===== config.mk =====
export PLATFORM = sky130hd
export DESIGN_NAME = ertic_scale
export DESIGN_NICKNAME = d
export VERILOG_FILES = /design/src/design/earth_rotation_table_interpolator_core_macros.svh /design/src/design/ertic_pkg.sv /design/src/design/ertic_scale.sv
export SDC_FILE = /design/constraint.sdc
export NUM_CORES = 2
export LEC_CHECK = 0
export BUFFER_PORTS_ARGS = -buffer_cell sky130_fd_sc_hd__buf_2
export CORE_MARGIN = 2
export CORE_UTILIZATION = 50
export DETAILED_ROUTE_END_ITERATION = 12
export GPL_ROUTABILITY_DRIVEN = 0
export PLACE_DENSITY_LB_ADDON = 0.15
export RECOVER_POWER = 50
export SETUP_SLACK_MARGIN = 0.5
export SLEW_MARGIN = 20
export SYNTH_ARGS = -nofsm -noshare
export SYNTH_HDL_FRONTEND = slang
export SYNTH_SLANG_ARGS = --single-unit

===== constraint.sdc =====
create_clock -name clk -period 14.6 [get_ports clk]
set_clock_uncertainty 0.1 [all_clocks]
set_input_delay 1.46 -clock clk [delete_from_list [all_inputs] [get_ports clk]]
set_output_delay 1.46 -clock clk [all_outputs]
set_load 0.005 [all_outputs]

===== src/design/earth_rotation_table_interpolator_core_macros.svh =====
// Assertion helpers for the earth rotation table interpolator.
// All assertions sample on clk and are disabled while arst_n is low.
`ifndef EARTH_ROTATION_TABLE_INTERPOLATOR_CORE_MACROS_SVH
`define EARTH_ROTATION_TABLE_INTERPOLATOR_CORE_MACROS_SVH

// Same-cycle implication.
`define ERTIC_ASSERT_NOW(lbl, ante, cons, msg) \
	lbl: assert property (@(posedge clk) disable iff (!arst_n) (ante) |-> (cons)) \
		else $error(msg);

// Next-cycle implication.
`define ERTIC_ASSERT_NEXT(lbl, ante, cons, msg) \
	lbl: assert property (@(posedge clk) disable iff (!arst_n) (ante) |=> (cons)) \
		else $error(msg);

`endif


===== src/design/ertic_pkg.sv =====
// ----------------------------------------------------------------------------
// ertic_pkg
// Shared constants for the earth rotation table interpolator: table depth,
// field widths, transaction kinds, status codes and the scale unit request.
// ----------------------------------------------------------------------------
package ertic_pkg;

	localparam int TABLE_DEPTH = 1024;
	localparam int AW = $clog2(TABLE_DEPTH);
	localparam int CW = $clog2(TABLE_DEPTH + 1);

	localparam int TW = 41;   // time stamp width
	localparam int VW = 48;   // value width
	localparam int DW = 6 * VW; // packed entry values

	// transaction kinds
	localparam logic [1:0] KIND_QUERY  = 2'd0;
	localparam logic [1:0] KIND_APPEND = 2'd1;
	localparam logic [1:0] KIND_CLEAR  = 2'd2;

	// status codes
	localparam logic [1:0] ST_OK    = 2'd0;
	localparam logic [1:0] ST_EMPTY = 2'd1;
	localparam logic [1:0] ST_FULL  = 2'd2;

	// scale unit request
	typedef struct packed {
		logic          start;
		logic [VW:0]   a_mag;  // value magnitude, below 2^48
		logic [VW-1:0] b_mag;  // weight or day magnitude
		logic          sh32;   // shift by 32 when set, else by 24
		logic          neg;    // negate the result
	} scale_req_t;

endpackage


===== src/design/ertic_scale.sv =====
// ----------------------------------------------------------------------------
// ertic_scale
// Iterative scaled product: round(a*b / 2^sh) with ties away from zero,
// clamped to 2^62 and signed. Three 49x16 partial products, then rounding.
// ----------------------------------------------------------------------------
module ertic_scale (
	input  logic                     clk,
	input  logic                     arst_n,
	input  ertic_pkg::scale_req_t    req,
	output logic                     done,
	output logic signed [63:0]       result
);
	import ertic_pkg::*;

	localparam int PW = 2 * VW + 1;

	logic [VW:0]       a_q;
	logic [VW-1:0]     b_q;
	logic [PW-1:0]     acc_q;
	logic [1:0]        cnt_q;
	logic              busy_q;
	logic              sh32_q;
	logic              neg_q;
	logic              done_q;
	logic signed [63:0] result_q;

	logic [VW+16:0]    pp;
	logic [PW-1:0]     rnd_sum;
	logic [PW-1:0]     shifted;
	logic [62:0]       mag_clamped;

	// partial product of a and the current high chunk of b
	assign pp = {16'd0, a_q} * {{(VW+1){1'b0}}, b_q[VW-1:VW-16]};

	// round, shift and clamp the finished product
	always_comb begin
		rnd_sum = acc_q + (sh32_q ? (PW'(1) << 31) : (PW'(1) << 23));
		shifted = sh32_q ? (rnd_sum >> 32) : (rnd_sum >> 24);
		if (shifted > (PW'(1) << 62)) begin
			mag_clamped = 63'(64'd1 << 62);
		end else begin
			mag_clamped = shifted[62:0];
		end
	end

	// control of the partial product sequence
	always_ff @(posedge clk or negedge arst_n) begin
		if (!arst_n) begin
			busy_q <= 1'b0;
			cnt_q  <= 2'd0;
			done_q <= 1'b0;
		end else begin
			done_q <= busy_q && !req.start && (cnt_q == 2'd0);
			if (req.start) begin
				busy_q <= 1'b1;
				cnt_q  <= 2'd3;
			end else if (busy_q) begin
				if (cnt_q != 2'd0) begin
					cnt_q <= cnt_q - 2'd1;
				end else begin
					busy_q <= 1'b0;
				end
			end
		end
	end

	// accumulate one 16-bit chunk of b per cycle, high chunk first
	always_ff @(posedge clk) begin
		if (req.start) begin
			a_q    <= req.a_mag;
			b_q    <= req.b_mag;
			acc_q  <= '0;
			sh32_q <= req.sh32;
			neg_q  <= req.neg;
		end else if (busy_q) begin
			if (cnt_q != 2'd0) begin
				acc_q <= (acc_q << 16) + PW'(pp);
				b_q   <= b_q << 16;
			end else begin
				result_q <= neg_q ? -$signed({1'b0, mag_clamped}) : $signed({1'b0, mag_clamped});
			end
		end
	end

	assign done   = done_q;
	assign result = result_q;

endmodule


==> reports/summary.log <==
INFO  run_status     status=finished, violations left
INFO  run_status     violated_checks=max-capacitance violations, max-slew violations
INFO  grt            number_of_global_route_vias_before_repair=34.5k
INFO  worst_setup_path critPathLaunchType=flop
INFO  grt            grt_pass1_wl=196000µm
INFO  clock_tree     post_cts_resize_count=0
INFO  worst_setup_path worst_setup_path_end_kind=flop
INFO  synth          synth_async_sr_flop_share=0.0152
INFO  worst_setup_path cp.arrival=9.60ns
INFO  worst_setup_path required=14.93ns
INFO  worst_setup_path worst-setup-path-type=flop to flop
INFO  sta            setup_total_negative_slack=0ns
INFO  synth          yosys.cell_types.count=103
INFO  final_layout   ff_latch_area=6940µm²
INFO  synth          ys_seq_area_frac=0.166
INFO  clock_tree     clk_root_buffer_cell=clkbuf_16
INFO  grt            number_of_antenna_violations_at_the_first_check_in_global_routing=1
INFO  route          wl_per_cell=20.6µm
INFO  clock_tree     insertion_delay=0.60ns
INFO  floorplan      floorplan.initialDensity=0.506
INFO  synth          synth_largest_area_cell=fa_1
INFO  floorplan      design.portCount=167
INFO  sta            final_period_minus_worst_setup_slack=9.26ns
INFO  worst_setup_path path_max_fanout=27
INFO  sta            slew-limit-headroom=-1.76
INFO  synth          post_synth_instance_area=41700µm²
INFO  min_path       min_path_cells=2
INFO  route          post-route-drc-count=0
INFO  route          routed-via-count=33.1k
INFO  sta            grt_setup_unrepaired=false
INFO  grt            grt_overflow_total=0
INFO  grt            grt_max_degree=80
INFO  clock_tree     cts_buffer_depth=3
INFO  sta            final_critical_path_setup_slack=5.34ns
INFO  floorplan      die_width=293µm
INFO  sta            drv_slew=297
INFO  route          drt_first_iter_violations=2656
INFO  synth          postSynth.topFlopCell=edfxtp_1
INFO  clock_tree     cts_num_sinks=264
INFO  final_layout   area_of_the_multi_input_gates=30200µm²
INFO  place          dpl.hpwl=91900µm
INFO  synth          postSynthRegisterBits=264
INFO  final_layout   layout.filler_cells=7793
INFO  synth          synth_edf_count=163
INFO  synth          synth_cells=4762
INFO  synth          yosys_warnings=0
INFO  final_layout   layout-area-overhead-vs-synth=5.88%
INFO  clock_tree     cts_tree=yes
INFO  sta            hold_viol=0
INFO  synth          synth.top_cell.area_share=0.338
INFO  final_layout   layout-drive-gt1-share=0.0682
INFO  sta            fin_crit_sh=0.634
INFO  clock_tree     cts_hold_buffers=0
INFO  clock_tree     cts_inserted_buffers=34
INFO  route          route.final.wire_length=120000µm
INFO  place          dp_slack=5.35ns
INFO  floorplan      die_y=293µm
INFO  floorplan      floorplan.rows=105
INFO  sta            setup_viol_count_final=0
INFO  clock_tree     path_clk_slew=0.06ns
INFO  clock_tree     post_cts.repair.setup_buffers=0
INFO  synth          synth_area_per_cell=8.76µm²
INFO  synth          postSynthNetCount=5726
INFO  final_layout   layout.nets=5692
INFO  grt            track_usage=0.293
INFO  route          detailedRoute.firstPassIterationCount=6
INFO  worst_setup_path rr_worst_depth=23
INFO  place          place.port_buffers=166
INFO  route          antenna_viol_nets_final=0
INFO  synth          synth_area_leaders=fa_1, edfxtp_1, inv_1, nand2_1, ha_1
INFO  clock_tree     cts.htree.levels=2
INFO  sta            fmaxAchievable=108MHz
INFO  flow_run       timing.max_cap.violations=5
INFO  min_path       hold_path.class=flop to flop
INFO  route          detail_route.vias_per_cell=5.68
INFO  sta            max_slew.worst_pin.slew=4.14ns
INFO  floorplan      core_region_area=82400µm²
INFO  floorplan      floorplan.die_area=85700µm²
stage by stage:
| stage | util | std cells | hold WS [ns] | instance area, µm² |
|---|---|---|---|---|
| global route | 0.536 | 5823 | 0.369 | 44200 |
| global placement | 0.523 | 5762 | 0.341 | 43100 |
| CTS | 0.537 | 5823 | 0.354 | 44200 |
| finish | 0.536 | 5824 | 0.352 | 44200 |
| detailed placement | 0.523 | 5762 | 0.349 | 43100 |
| floorplan | - | 4762 | 0.332 | 41700 |
cells in the mapped netlist, types with 11 or more instances:
cell        n
xnor2_1    93
a211oi_1   24
nor3_1     57
nand2b_1   21
dfxtp_1    97
a21o_1     53
nand4_1    59
or2_2      11
fa_1      705
a31oi_1    20
a21oi_1   154
o211ai_1   30
nor4_1     23
buf_2      27
inv_1     944
mux2i_1    17
nor2_1    128
or3_1      25
o31ai_1    25
nand3_1    78
and2_1    303
clkbuf_1  210
nand2_1   773
and3_1     33
o41ai_1    12
ha_1      157
nor2b_1    19
xor2_1     75
o21bai_1   18
edfxtp_1  163
buf_1      21
mux2_2     46
o21ai_0   102
and4_1     16
or4_1      14
worst max-delay path, stage by stage, from the launching register on:
cell and delay [ns]:
edfxtp_1 1.10, buf_4 0.48, nand2_1 0.13, fa_1 0.56, inv_1 0.05, fa_1 0.47, fa_1 0.53, fa_1 0.53
fa_1 0.55, inv_1 0.06, fa_1 0.53, inv_1 0.05, ha_1 0.41, a21o_1 0.20, a21o_1 0.17, a21o_1 0.18
a211oi_1 0.23, o41ai_1 0.11, and2_1 0.17, o31ai_1 0.72, a21boi_1 0.34, o211ai_1 0.90, o21ai_0 0.20, a311oi_1 0.31
logic make-up after synthesis:
family | Yosys count | share of synthesized area
XOR/XNOR | 168 | 0.0353
AND/OR/NAND/NOR | 1624 | 0.194
adder cells (fa/ha/maj) | 862 | 0.385
AO/OA/AOI/OAI | 565 | 0.0910
buffers and inverters | 1215 | 0.111
flip-flops | 264 | 0.166
multiplexers | 64 | 0.0168
final timing paths:
kind / from / end / slack (ns)
setup / recovery: b_q[44]$_DFFE_PP_ / acc_q[87]$_SDFFE_PP0P_ / 5.34
hold / removal: acc_q[17]$_SDFFE_PP0P_ / acc_q[17]$_SDFFE_PP0P_ / 0.35
setup reg to reg: b_q[44]$_DFFE_PP_ / acc_q[87]$_SDFFE_PP0P_ / 5.34
hold reg to reg: acc_q[17]$_SDFFE_PP0P_ / acc_q[17]$_SDFFE_PP0P_ / 0.35
max in group asynchronous: arst_n / busy_q$_DFF_PN0_ / 13.59
min in group asynchronous: arst_n / cnt_q[1]$_DFFE_PN0P_ / 0.61
metal layers:
metal	vias up	GRT usage	share of wire
met4	0	0.0896	0.032
met1	16760	0.406	0.43
met3	203	0.0446	0.071
met2	1237	0.476	0.47
li1	14881	-	-
met5	-	0	0
final cells by class:
cell class / count / share of cell area
inverter: 945 / 0.0803
timing repair buffer: 200 / 0.0233
antenna: 1 / 0.0000567
clock buffer: 39 / 0.0202
clock inverter: 22 / 0.00604
tap: 1070 / 0.0303
multi-input combinational: 3283 / 0.683
sequential: 264 / 0.157
cells in the final DEF, fill, tap and decap left out, drive strengths merged, types with 93 or more instances in the layout:
| cell | n |
|---|---|
| edfxtp | 163 |
| xnor2 | 93 |
| fa | 705 |
| a21oi | 155 |
| ha | 157 |
| nor2 | 128 |
| o21ai | 108 |
| dfxtp | 97 |
| inv | 948 |
| nand2 | 774 |
| buf | 163 |
| and2 | 304 |
sequential cells by signal (all words and copies together) (netlist names):
| register | flops |
|---|---|
| b_q | 48 |
| result | 64 |
| neg_q | 1 |
| busy_q | 1 |
| cnt_q | 2 |
| sh32_q | 1 |
| a_q | 49 |
| acc_q | 97 |
| done | 1 |
Power is not shown: default switching activity piles up to over one toggle a cycle in this logic, so the estimate is an artifact.
