<file path="src/design/earth_rotation_table_interpolator_core_macros.svh">
// Assertion helpers for the earth rotation table interpolator.
// All assertions sample on clk and are disabled while arst_n is low.
`ifndef EARTH_ROTATION_TABLE_INTERPOLATOR_CORE_MACROS_SVH
`define EARTH_ROTATION_TABLE_INTERPOLATOR_CORE_MACROS_SVH

// Same-cycle implication.
`define ERTIC_ASSERT_NOW(lbl, ante, cons, msg) \
	lbl: assert property (@(posedge clk) disable iff (!arst_n) (ante) |-> (cons)) \
		else $error(msg);

// Next-cycle implication.
`define ERTIC_ASSERT_NEXT(lbl, ante, cons, msg) \
	lbl: assert property (@(posedge clk) disable iff (!arst_n) (ante) |=> (cons)) \
		else $error(msg);

`endif

</file>
<file path="src/design/ertic_ram.sv">
// ----------------------------------------------------------------------------
// ertic_ram
// Generic single write port, single read port RAM with registered read.
// ----------------------------------------------------------------------------
module ertic_ram #(
	parameter int WIDTH = 8,
	parameter int DEPTH = 16
) (
	input  logic                     clk,
	input  logic                     we,
	input  logic [$clog2(DEPTH)-1:0] waddr,
	input  logic [WIDTH-1:0]         wdata,
	input  logic [$clog2(DEPTH)-1:0] raddr,
	output logic [WIDTH-1:0]         rdata
);

	logic [WIDTH-1:0] mem_q [DEPTH];
	logic [WIDTH-1:0] rdata_q;

	// write and registered read
	always_ff @(posedge clk) begin
		if (we) begin
			mem_q[waddr] <= wdata;
		end
		rdata_q <= mem_q[raddr];
	end

	assign rdata = rdata_q;

endmodule

</file>
<file path="config.mk">
export PLATFORM = sky130hd
export DESIGN_NAME = ertic_ram
export DESIGN_NICKNAME = d
export VERILOG_FILES = /design/src/design/earth_rotation_table_interpolator_core_macros.svh /design/src/design/ertic_ram.sv
export SDC_FILE = /design/constraint.sdc
export NUM_CORES = 1
export LEC_CHECK = 0
export ABC_CLOCK_PERIOD_IN_PS = 1600
export BUFFER_PORTS_ARGS = -buffer_cell sky130_fd_sc_hd__buf_2
export CAP_MARGIN = 25
export CELL_PAD_IN_SITES_DETAIL_PLACEMENT = 0
export CELL_PAD_IN_SITES_GLOBAL_PLACEMENT = 1
export CORE_ASPECT_RATIO = 0.7
export CORE_UTILIZATION = 50
export CTS_BUF_LIST = sky130_fd_sc_hd__clkbuf_4 sky130_fd_sc_hd__clkbuf_8
export DETAILED_ROUTE_END_ITERATION = 10
export PLACE_DENSITY_LB_ADDON = 0.1
export SYNTH_ARGS = -nofsm -noshare
export SYNTH_HDL_FRONTEND = slang
export SYNTH_SLANG_ARGS = --single-unit
</file>
<file path="constraint.sdc">
create_clock -name clk -period 1.6 [get_ports clk]
set_input_delay 0.16 -clock clk [delete_from_list [all_inputs] [get_ports clk]]
set_output_delay 0.16 -clock clk [all_outputs]
set_load 0.1 [all_outputs]
</file>
==> reports/results.ini, run 1 <==
[setup_path]
critPathCaptureType = primary output
critical_path.n_buffers_inverters = 1
critical-path-slowest-cell = sky130_fd_sc_hd__buf_2
path_cells = buf_2
cp_slowest_stage_delay_ns = 0.43
required_time_at_the_worst_slack_endpoint_ns = 1.44
worst-setup-path-type = reg -> out
critical_path.top_delay_family = buffers and inverters
start_kind = flop
critPathMaxFanout = 1
worstPathArrival_ns = 1.21

[synth]
synth_top_cell_area_share = 0.747
ys_seq_elements = 136
mappedNetlistArea_um2 = 5150
mean_instance_size_in_the_synthesized_netlist_um2 = 22.5
netlist_instances = 229
netlist_top_cells_area = sky130_fd_sc_hd__edfxtp_1 (75%), sky130_fd_sc_hd__mux4_2 (7.9%), sky130_fd_sc_hd__mux4_1 (7.1%)
synth_warn = 0
yosys.area.top_type = sky130_fd_sc_hd__edfxtp_1
number_of_library_cell_types_mapped_by_synthesis = 19
syn-num-nets = 247
ys_seq_area_frac = 0.778

[route]
viasPerCell = 5.71
drc = 0
wire_per_inst_um = 22.5
first_iter_violations = 184
drt_pass1_iterations = 5
via_count = 2421
drt_wl_total_mm = 9.55
antenna_violating_nets_post_route = 0

[placement]
place_hpwl_mm = 5.98
place_worst_setup_slack_ns = 0.0286
port_buffer_count = 25
rd_place_congestion = 0.680

[grt]
global_route.usage.met2 = 0.298
gr-total-overflow = 0
grt_util_met3 = 0.0707
initial_antenna_violation_count = 0
track_usage = 0.200
via_count_of_the_first_global_routing_pass = 2419
grt.busiest_layer = met2
grt_max_degree = 33
global_route.usage.met1 = 0.282
wire_length_of_the_first_global_routing_pass_mm = 14.2

[die]
chipHeight_um = 86.9
num_rows = 30
design.core.area_um2 = 9830
io_pins = 26
die_area_um2 = 10700
die-width_um = 123
start_util = 0.523

[cts]
cts_sinks = 136
clock_tree.htree_level_count = 4
tritoncts.num_buffers = 17
cts_resized = 0
postCtsHoldBufs = 0
clock-root-buffer = sky130_fd_sc_hd__clkbuf_8
clock_latency_ns = 0.43
cts_max_path_buffers = 2
post-cts-setup-buffer-count = 0
tritoncts = done
cts.clk_slew.worst_paths_ns = 0.07

[layout]
layout.cells.most_common_list = sky130_fd_sc_hd__edfxtp_1 (128), sky130_fd_sc_hd__buf_2 (25), sky130_fd_sc_hd__clkbuf_8 (19), sky130_fd_sc_hd__mux4_2 (18), sky130_fd_sc_hd__buf_4 (18)
syn_to_final_growth_pct = 16.8
post_route_cells_drive_above_1_share = 0.328
layout_commonest_cell = sky130_fd_sc_hd__edfxtp_1
antenna_cells = 0
num-nets-final = 301
finalCoreUtilization = 0.611

[sta]
fin_crit_ns = 1.37
max_slew_margin = 0.465
setup_repair_after_global_routing_missed_its_margin = no
max_freq_mhz = 727
period_share = 0.859
timing.final.max_slew_violations = 0
pnr_worst_setup_slack_ns = 0.225
totalNegativeSetupSlack_ns = 0
finalSetupViolCount = 0
timing_worst_slew_pin_value_ns = 0.800
hold_viol = 0
skew_ns = 0.0137

[power_and_ir_drop]
vdd_ir_drop_max_v = 0.000723
cellPowerDensity_nw_per_um2 = 1320
cellLeakagePower_nw = 2.06

[outcome]
status = complete, no violations

[job]
timing.max_cap.violations = 0

[worst_hold_path]
hold_path_class = in -> reg

==> where the power goes <==
part	internal (mW)	switching, mW	total (mW)
Combinational	0.162	0.373	0.535
Clock	2.16	1.22	3.38
Sequential	3.98	0.0223	4.00
Total	6.30	1.62	7.92
==> registers in the layout, summed over array words and instances (netlist names) <==
name   count
mem_q    128
rdata      8
==> synthesized netlist by cell type <==
| library cell | count |
|---|---|
| sky130_fd_sc_hd__nor2_1 | 13 |
| sky130_fd_sc_hd__edfxtp_1 | 128 |
| sky130_fd_sc_hd__nand2_1 | 9 |
| sky130_fd_sc_hd__dfxtp_1 | 8 |
| sky130_fd_sc_hd__mux4_2 | 18 |
| sky130_fd_sc_hd__or3b_2 | 1 |
| sky130_fd_sc_hd__mux4_1 | 14 |
| sky130_fd_sc_hd__a22oi_1 | 16 |
| sky130_fd_sc_hd__buf_4 | 1 |
| sky130_fd_sc_hd__nor2b_1 | 1 |
| sky130_fd_sc_hd__nand3b_1 | 2 |
| sky130_fd_sc_hd__and2_1 | 1 |
| sky130_fd_sc_hd__nor3_1 | 4 |
| sky130_fd_sc_hd__buf_2 | 3 |
| sky130_fd_sc_hd__buf_6 | 3 |
| sky130_fd_sc_hd__nand3_1 | 1 |
| sky130_fd_sc_hd__clkdlybuf4s25_2 | 3 |
| sky130_fd_sc_hd__nand2b_1 | 2 |
| sky130_fd_sc_hd__and2b_1 | 1 |
==> worst register-to-register path, stage by stage, from the launching register on <==
cell and delay, ns:
sky130_fd_sc_hd__edfxtp_1 0.36, sky130_fd_sc_hd__mux4_1 0.51, sky130_fd_sc_hd__a22oi_1 0.27, sky130_fd_sc_hd__nand2_1 0.07
==> worst paths after layout <==
| check | startpoint | to | slack (ns) | cells past startpoint |
|---|---|---|---|---|
| worst min-delay path | wdata[5] | mem_q[12][5]$_DFFE_PP_ | 0.11 | 1 |
| worst max register to register | mem_q[9][4]$_DFFE_PP_ | rdata[4]$_DFF_P_ | 0.27 | 3 |
| worst max-delay path | rdata[5]$_DFF_P_ | rdata[5] | 0.23 | 1 |
| worst min register to register | mem_q[12][0]$_DFFE_PP_ | rdata[0]$_DFF_P_ | 0.68 | 3 |
==> layer usage <==
| layer | wire, um | up-vias | part of all wire |
|---|---|---|---|
| li1 | - | 1076 | - |
| met1 | 4440 | 1274 | 0.46 |
| met2 | 4560 | 64 | 0.48 |
| met3 | 495 | 7 | 0.052 |
| met4 | 64 | 0 | 0.0067 |
| met5 | 0 | - | 0 |
==> kinds of logic after synthesis <==
| group | share of synthesized area |
|---|---|
| DFF | 0.778 |
| and+or+nand+nor | 0.0318 |
| muxes | 0.150 |
| AOI/OAI and AO/OA | 0.0233 |
| buffers and inverters | 0.0168 |
==> cell type report <==
cell class / instances / area, um2
clock inverter: 9 / 195
clock buffer: 23 / 292
multi-input combinational: 83 / 1060
timing repair buffer: 45 / 300
sequential: 136 / 4000
tap: 128 / 160
fill: 700 / 3820
==> metrics by stage <==
step,cells,hold WS [ns],total power [mW],instance area [um2]
finish,424,0.110,7.92,6010
global route,424,0.0868,8.15,6010
CTS,424,0.0816,7.98,6010
detailed placement,392,0.561,4.62,5530
global placement,392,0.549,4.61,5530
floorplan,229,0.259,4.45,5150
Power figures use the tool's default switching activity.
==> run 2: changes to the inputs <==
--- a/config.mk
+++ b/config.mk
@@ -5,13 +5,14 @@
 export SDC_FILE = /design/constraint.sdc
 export NUM_CORES = 1
 export LEC_CHECK = 0
+export ABC_AREA = 1
 export ABC_CLOCK_PERIOD_IN_PS = 1600
 export BUFFER_PORTS_ARGS = -buffer_cell sky130_fd_sc_hd__buf_2
 export CAP_MARGIN = 25
 export CELL_PAD_IN_SITES_DETAIL_PLACEMENT = 0
 export CELL_PAD_IN_SITES_GLOBAL_PLACEMENT = 1
 export CORE_ASPECT_RATIO = 0.7
-export CORE_UTILIZATION = 50
+export CORE_UTILIZATION = 46
 export CTS_BUF_LIST = sky130_fd_sc_hd__clkbuf_4 sky130_fd_sc_hd__clkbuf_8
 export DETAILED_ROUTE_END_ITERATION = 10
 export PLACE_DENSITY_LB_ADDON = 0.1
==> run 2 against run 1 <==
Against the previous run: clock-buffer cell count grew 2; maximum frequency shrank 3.5%; sequential power is essentially flat; largest power group unchanged; synthesized cell count grew 140%; sequential share of layout area shrank 5.1 points; highest routed layer unchanged; critical path type unchanged; flip-flop and latch count is the same; wire length grew 37%; worst setup slack lost 0.051 ns.
==> reports/results.ini, run 2 <==
[synth]
netlist_instances = 551  ; was 229
syn-num-nets = 569  ; was 247
synth.most_common_cell = sky130_fd_sc_hd__nand2_1  ; was sky130_fd_sc_hd__edfxtp_1
ys_seq_area_frac = 0.694  ; was 0.778
synth_top_cell_area_share = 0.667  ; was 0.747
number_of_enable_type_register_cells_in_the_synthesized_netlist = 128  ; unchanged
mean_instance_size_in_the_synthesized_netlist_um2 = 10.5  ; was 22.5 um2
number_of_library_cell_types_mapped_by_synthesis = 12  ; was 19
synthArstFlopShare = 0  ; unchanged
synth_flop_cell = sky130_fd_sc_hd__edfxtp_1  ; unchanged
yosys.area.top_type = sky130_fd_sc_hd__edfxtp_1  ; unchanged
netlist_top_cells_count = sky130_fd_sc_hd__nand2_1 (173), sky130_fd_sc_hd__edfxtp_1 (128), sky130_fd_sc_hd__inv_1 (100), sky130_fd_sc_hd__nand3_1 (97), sky130_fd_sc_hd__nor2_1 (17)  ; was sky130_fd_sc_hd__edfxtp_1 (128), sky130_fd_sc_hd__mux4_2 (18), sky130_fd_sc_hd__a22oi_1 (16), sky130_fd_sc_hd__mux4_1 (14), sky130_fd_sc_hd__nor2_1 (13)
mappedNetlistArea_um2 = 5770  ; was 5150 um2
ys_seq_elements = 136  ; unchanged
synth_warn = 0  ; unchanged
netlist_top_cells_area = sky130_fd_sc_hd__edfxtp_1 (67%), sky130_fd_sc_hd__nand2_1 (11%), sky130_fd_sc_hd__nand3_1 (8.4%)  ; was sky130_fd_sc_hd__edfxtp_1 (75%), sky130_fd_sc_hd__mux4_2 (7.9%), sky130_fd_sc_hd__mux4_1 (7.1%)

[sta]
totalNegativeSetupSlack_ns = 0  ; unchanged
max_freq_mhz = 702  ; was 727 MHz
period_share = 0.891  ; was 0.859
max_slew_margin = 0.675  ; was 0.465
setup_repair_after_global_routing_missed_its_margin = no  ; unchanged
timing.final.max_slew_violations = 0  ; unchanged
timing_worst_slew_pin_value_ns = 0.491  ; was 0.800 ns
skew_ns = 0.00940  ; was 0.0137 ns
fin_crit_ns = 1.43  ; was 1.37 ns
finalSetupViolCount = 0  ; unchanged
hold_viol = 0  ; unchanged

[setup_path]
worst-setup-path-type = reg -> out  ; unchanged
critPathMaxFanout = 1  ; unchanged
worstPathArrival_ns = 1.27  ; was 1.21 ns
cp_slowest_stage_delay_ns = 0.45  ; was 0.43 ns
critical_path.top_delay_family = buffers and inverters  ; unchanged
critPathCaptureType = primary output  ; unchanged
critical_path.n_buffers_inverters = 1  ; unchanged
start_kind = flop  ; unchanged
path_cells = buf_2  ; unchanged
critical-path-slowest-cell = sky130_fd_sc_hd__buf_2  ; unchanged
required_time_at_the_worst_slack_endpoint_ns = 1.44  ; about the same

[die]
design.core.area_um2 = 12000  ; was 9830 um2
start_util = 0.482  ; was 0.523
die-width_um = 136  ; was 123 um
num_rows = 33  ; was 30
chipHeight_um = 95.7  ; was 86.9 um
die_area_um2 = 13000  ; was 10700 um2
io_pins = 26  ; unchanged

[placement]
post-place-cells = 735  ; was 392
port_buffer_count = 25  ; unchanged
placement.cell_area_um2 = 6150  ; was 5530 um2
rd_place_congestion = 0.834  ; was 0.680
place_hpwl_mm = 8.31  ; was 5.98 mm

[layout]
top_register = mem_q  ; unchanged
finalInstanceArea_um2 = 6510  ; was 6010 um2
post_route_cells_drive_above_1_share = 0.135  ; was 0.328
num-nets-final = 615  ; was 301
finalCoreUtilization = 0.543  ; was 0.611
layout_commonest_cell = sky130_fd_sc_hd__nand2_1  ; was sky130_fd_sc_hd__edfxtp_1
layout.cells.most_common_list = sky130_fd_sc_hd__nand2_1 (173), sky130_fd_sc_hd__edfxtp_1 (128), sky130_fd_sc_hd__inv_1 (100), sky130_fd_sc_hd__nand3_1 (97), sky130_fd_sc_hd__buf_2 (25)  ; was sky130_fd_sc_hd__edfxtp_1 (128), sky130_fd_sc_hd__buf_2 (25), sky130_fd_sc_hd__clkbuf_8 (19), sky130_fd_sc_hd__mux4_2 (18), sky130_fd_sc_hd__buf_4 (18)
final-instance-count-excl-fill = 766  ; was 424
largest_register_ffs = 128  ; unchanged
syn_to_final_growth_pct = 12.8  ; was 16.8%
antenna_cells = 0  ; unchanged

[cts]
cts.clk_slew.worst_paths_ns = 0.07  ; about the same
cts_max_path_buffers = 2  ; unchanged
clock_latency_ns = 0.44  ; was 0.43 ns
postCtsHoldBufs = 0  ; unchanged
cts_resized = 0  ; unchanged
tritoncts.num_buffers = 17  ; unchanged
clock_tree.htree_level_count = 4  ; unchanged
post-cts-setup-buffer-count = 0  ; unchanged
cts_sinks = 136  ; unchanged
tritoncts = done  ; unchanged
clock-root-buffer = sky130_fd_sc_hd__clkbuf_8  ; unchanged

[grt]
initial_antenna_violation_count = 0  ; unchanged
via_count_of_the_first_global_routing_pass = 3492  ; was 2419
grt.busiest_layer = met1  ; was met2
grt_util_met3 = 0.0590  ; was 0.0707
global_route.usage.met2 = 0.317  ; was 0.298
wire_length_of_the_first_global_routing_pass_mm = 20.2  ; was 14.2 mm
global_route.usage.met1 = 0.334  ; was 0.282
grt_max_degree = 48  ; was 33
gr-total-overflow = 0  ; unchanged
track_usage = 0.224  ; was 0.200

[worst_hold_path]
hold_path_class = in -> reg  ; unchanged

[power_and_ir_drop]
cellLeakagePower_nw = 2.85  ; was 2.06 nW
vdd_ir_drop_max_v = 0.000586  ; was 0.000723 V
cellPowerDensity_nw_per_um2 = 1110  ; was 1320 nW/um2

[outcome]
status = complete, no violations  ; unchanged

[route]
wire_per_inst_um = 17.1  ; was 22.5 um
drt_wl_total_mm = 13.1  ; was 9.55 mm
drc = 0  ; unchanged
viasPerCell = 4.93  ; was 5.71
antenna_violating_nets_post_route = 0  ; unchanged
drt_pass1_iterations = 5  ; unchanged
first_iter_violations = 311  ; was 184
via_count = 3775  ; was 2421

[job]
timing.max_cap.violations = 0  ; unchanged

==> run 2: layer usage <==
metal  part of all wire  vias up
met1               0.50     1795
met2               0.43      108
li1                   -     1858
met3              0.064       14
met5                  0        -
met4             0.0088        0
==> run 2: final timing paths <==
check	startpoint	to	slack [ns]	depth (start not counted)
worst min-delay path	raddr[3]	rdata[7]$_DFF_P_	0.1	3
worst max-delay path	rdata[5]$_DFF_P_	rdata[5]	0.17	1
worst min register to register	mem_q[3][7]$_DFFE_PP_	rdata[7]$_DFF_P_	0.68	6
worst max register to register	mem_q[13][0]$_DFFE_PP_	rdata[0]$_DFF_P_	0.54	6
==> run 2: layout make-up <==
| type | instances | area (um2) |
|---|---|---|
| Fill cell | 1092 | 5470 |
| Sequential cell | 136 | 4000 |
| Multi-Input combinational cell | 289 | 1210 |
| Inverter | 102 | 383 |
| Timing Repair Buffer | 51 | 358 |
| Clock buffer | 25 | 300 |
| Tap cell | 157 | 196 |
| Clock inverter | 6 | 52.6 |
==> run 2: power breakdown <==
part / leakage [nW] / switching, mW / internal (mW)
clock: 0.191 / 1.21 / 1.36
combinational: 1.44 / 0.504 / 0.157
sequential: 1.22 / 0.0265 / 3.98
total: 2.85 / 1.74 / 5.50
==> run 2: cells by family (layout without fill, tap and decap cells) <==
family                 after synthesis  in the layout  share of synthesized area
and+or+nand+nor                    289            289                      0.210
buffers and inverters              126            184                     0.0952
DFF                                136            136                      0.694
==> run 2: worst register-to-register path: stages, from the launching register on <==
cell and delay [ns]:
sky130_fd_sc_hd__edfxtp_1 0.36, sky130_fd_sc_hd__inv_1 0.06, sky130_fd_sc_hd__nand2_1 0.04, sky130_fd_sc_hd__nand3_1 0.09, sky130_fd_sc_hd__nand3_1 0.09, sky130_fd_sc_hd__nand3_1 0.13, sky130_fd_sc_hd__nand2_1 0.15
==> run 2: per-stage QoR <==
step | setup WS (ns) | total power [mW] | hold WS [ns]
floorplan | 0.489 | 4.53 | 0.259
global placement | 0.317 | 4.75 | 0.557
detailed placement | 0.295 | 4.75 | 0.544
CTS | 0.168 | 7.29 | 0.0756
global route | 0.129 | 7.49 | 0.0899
finish | 0.175 | 7.23 | 0.0957
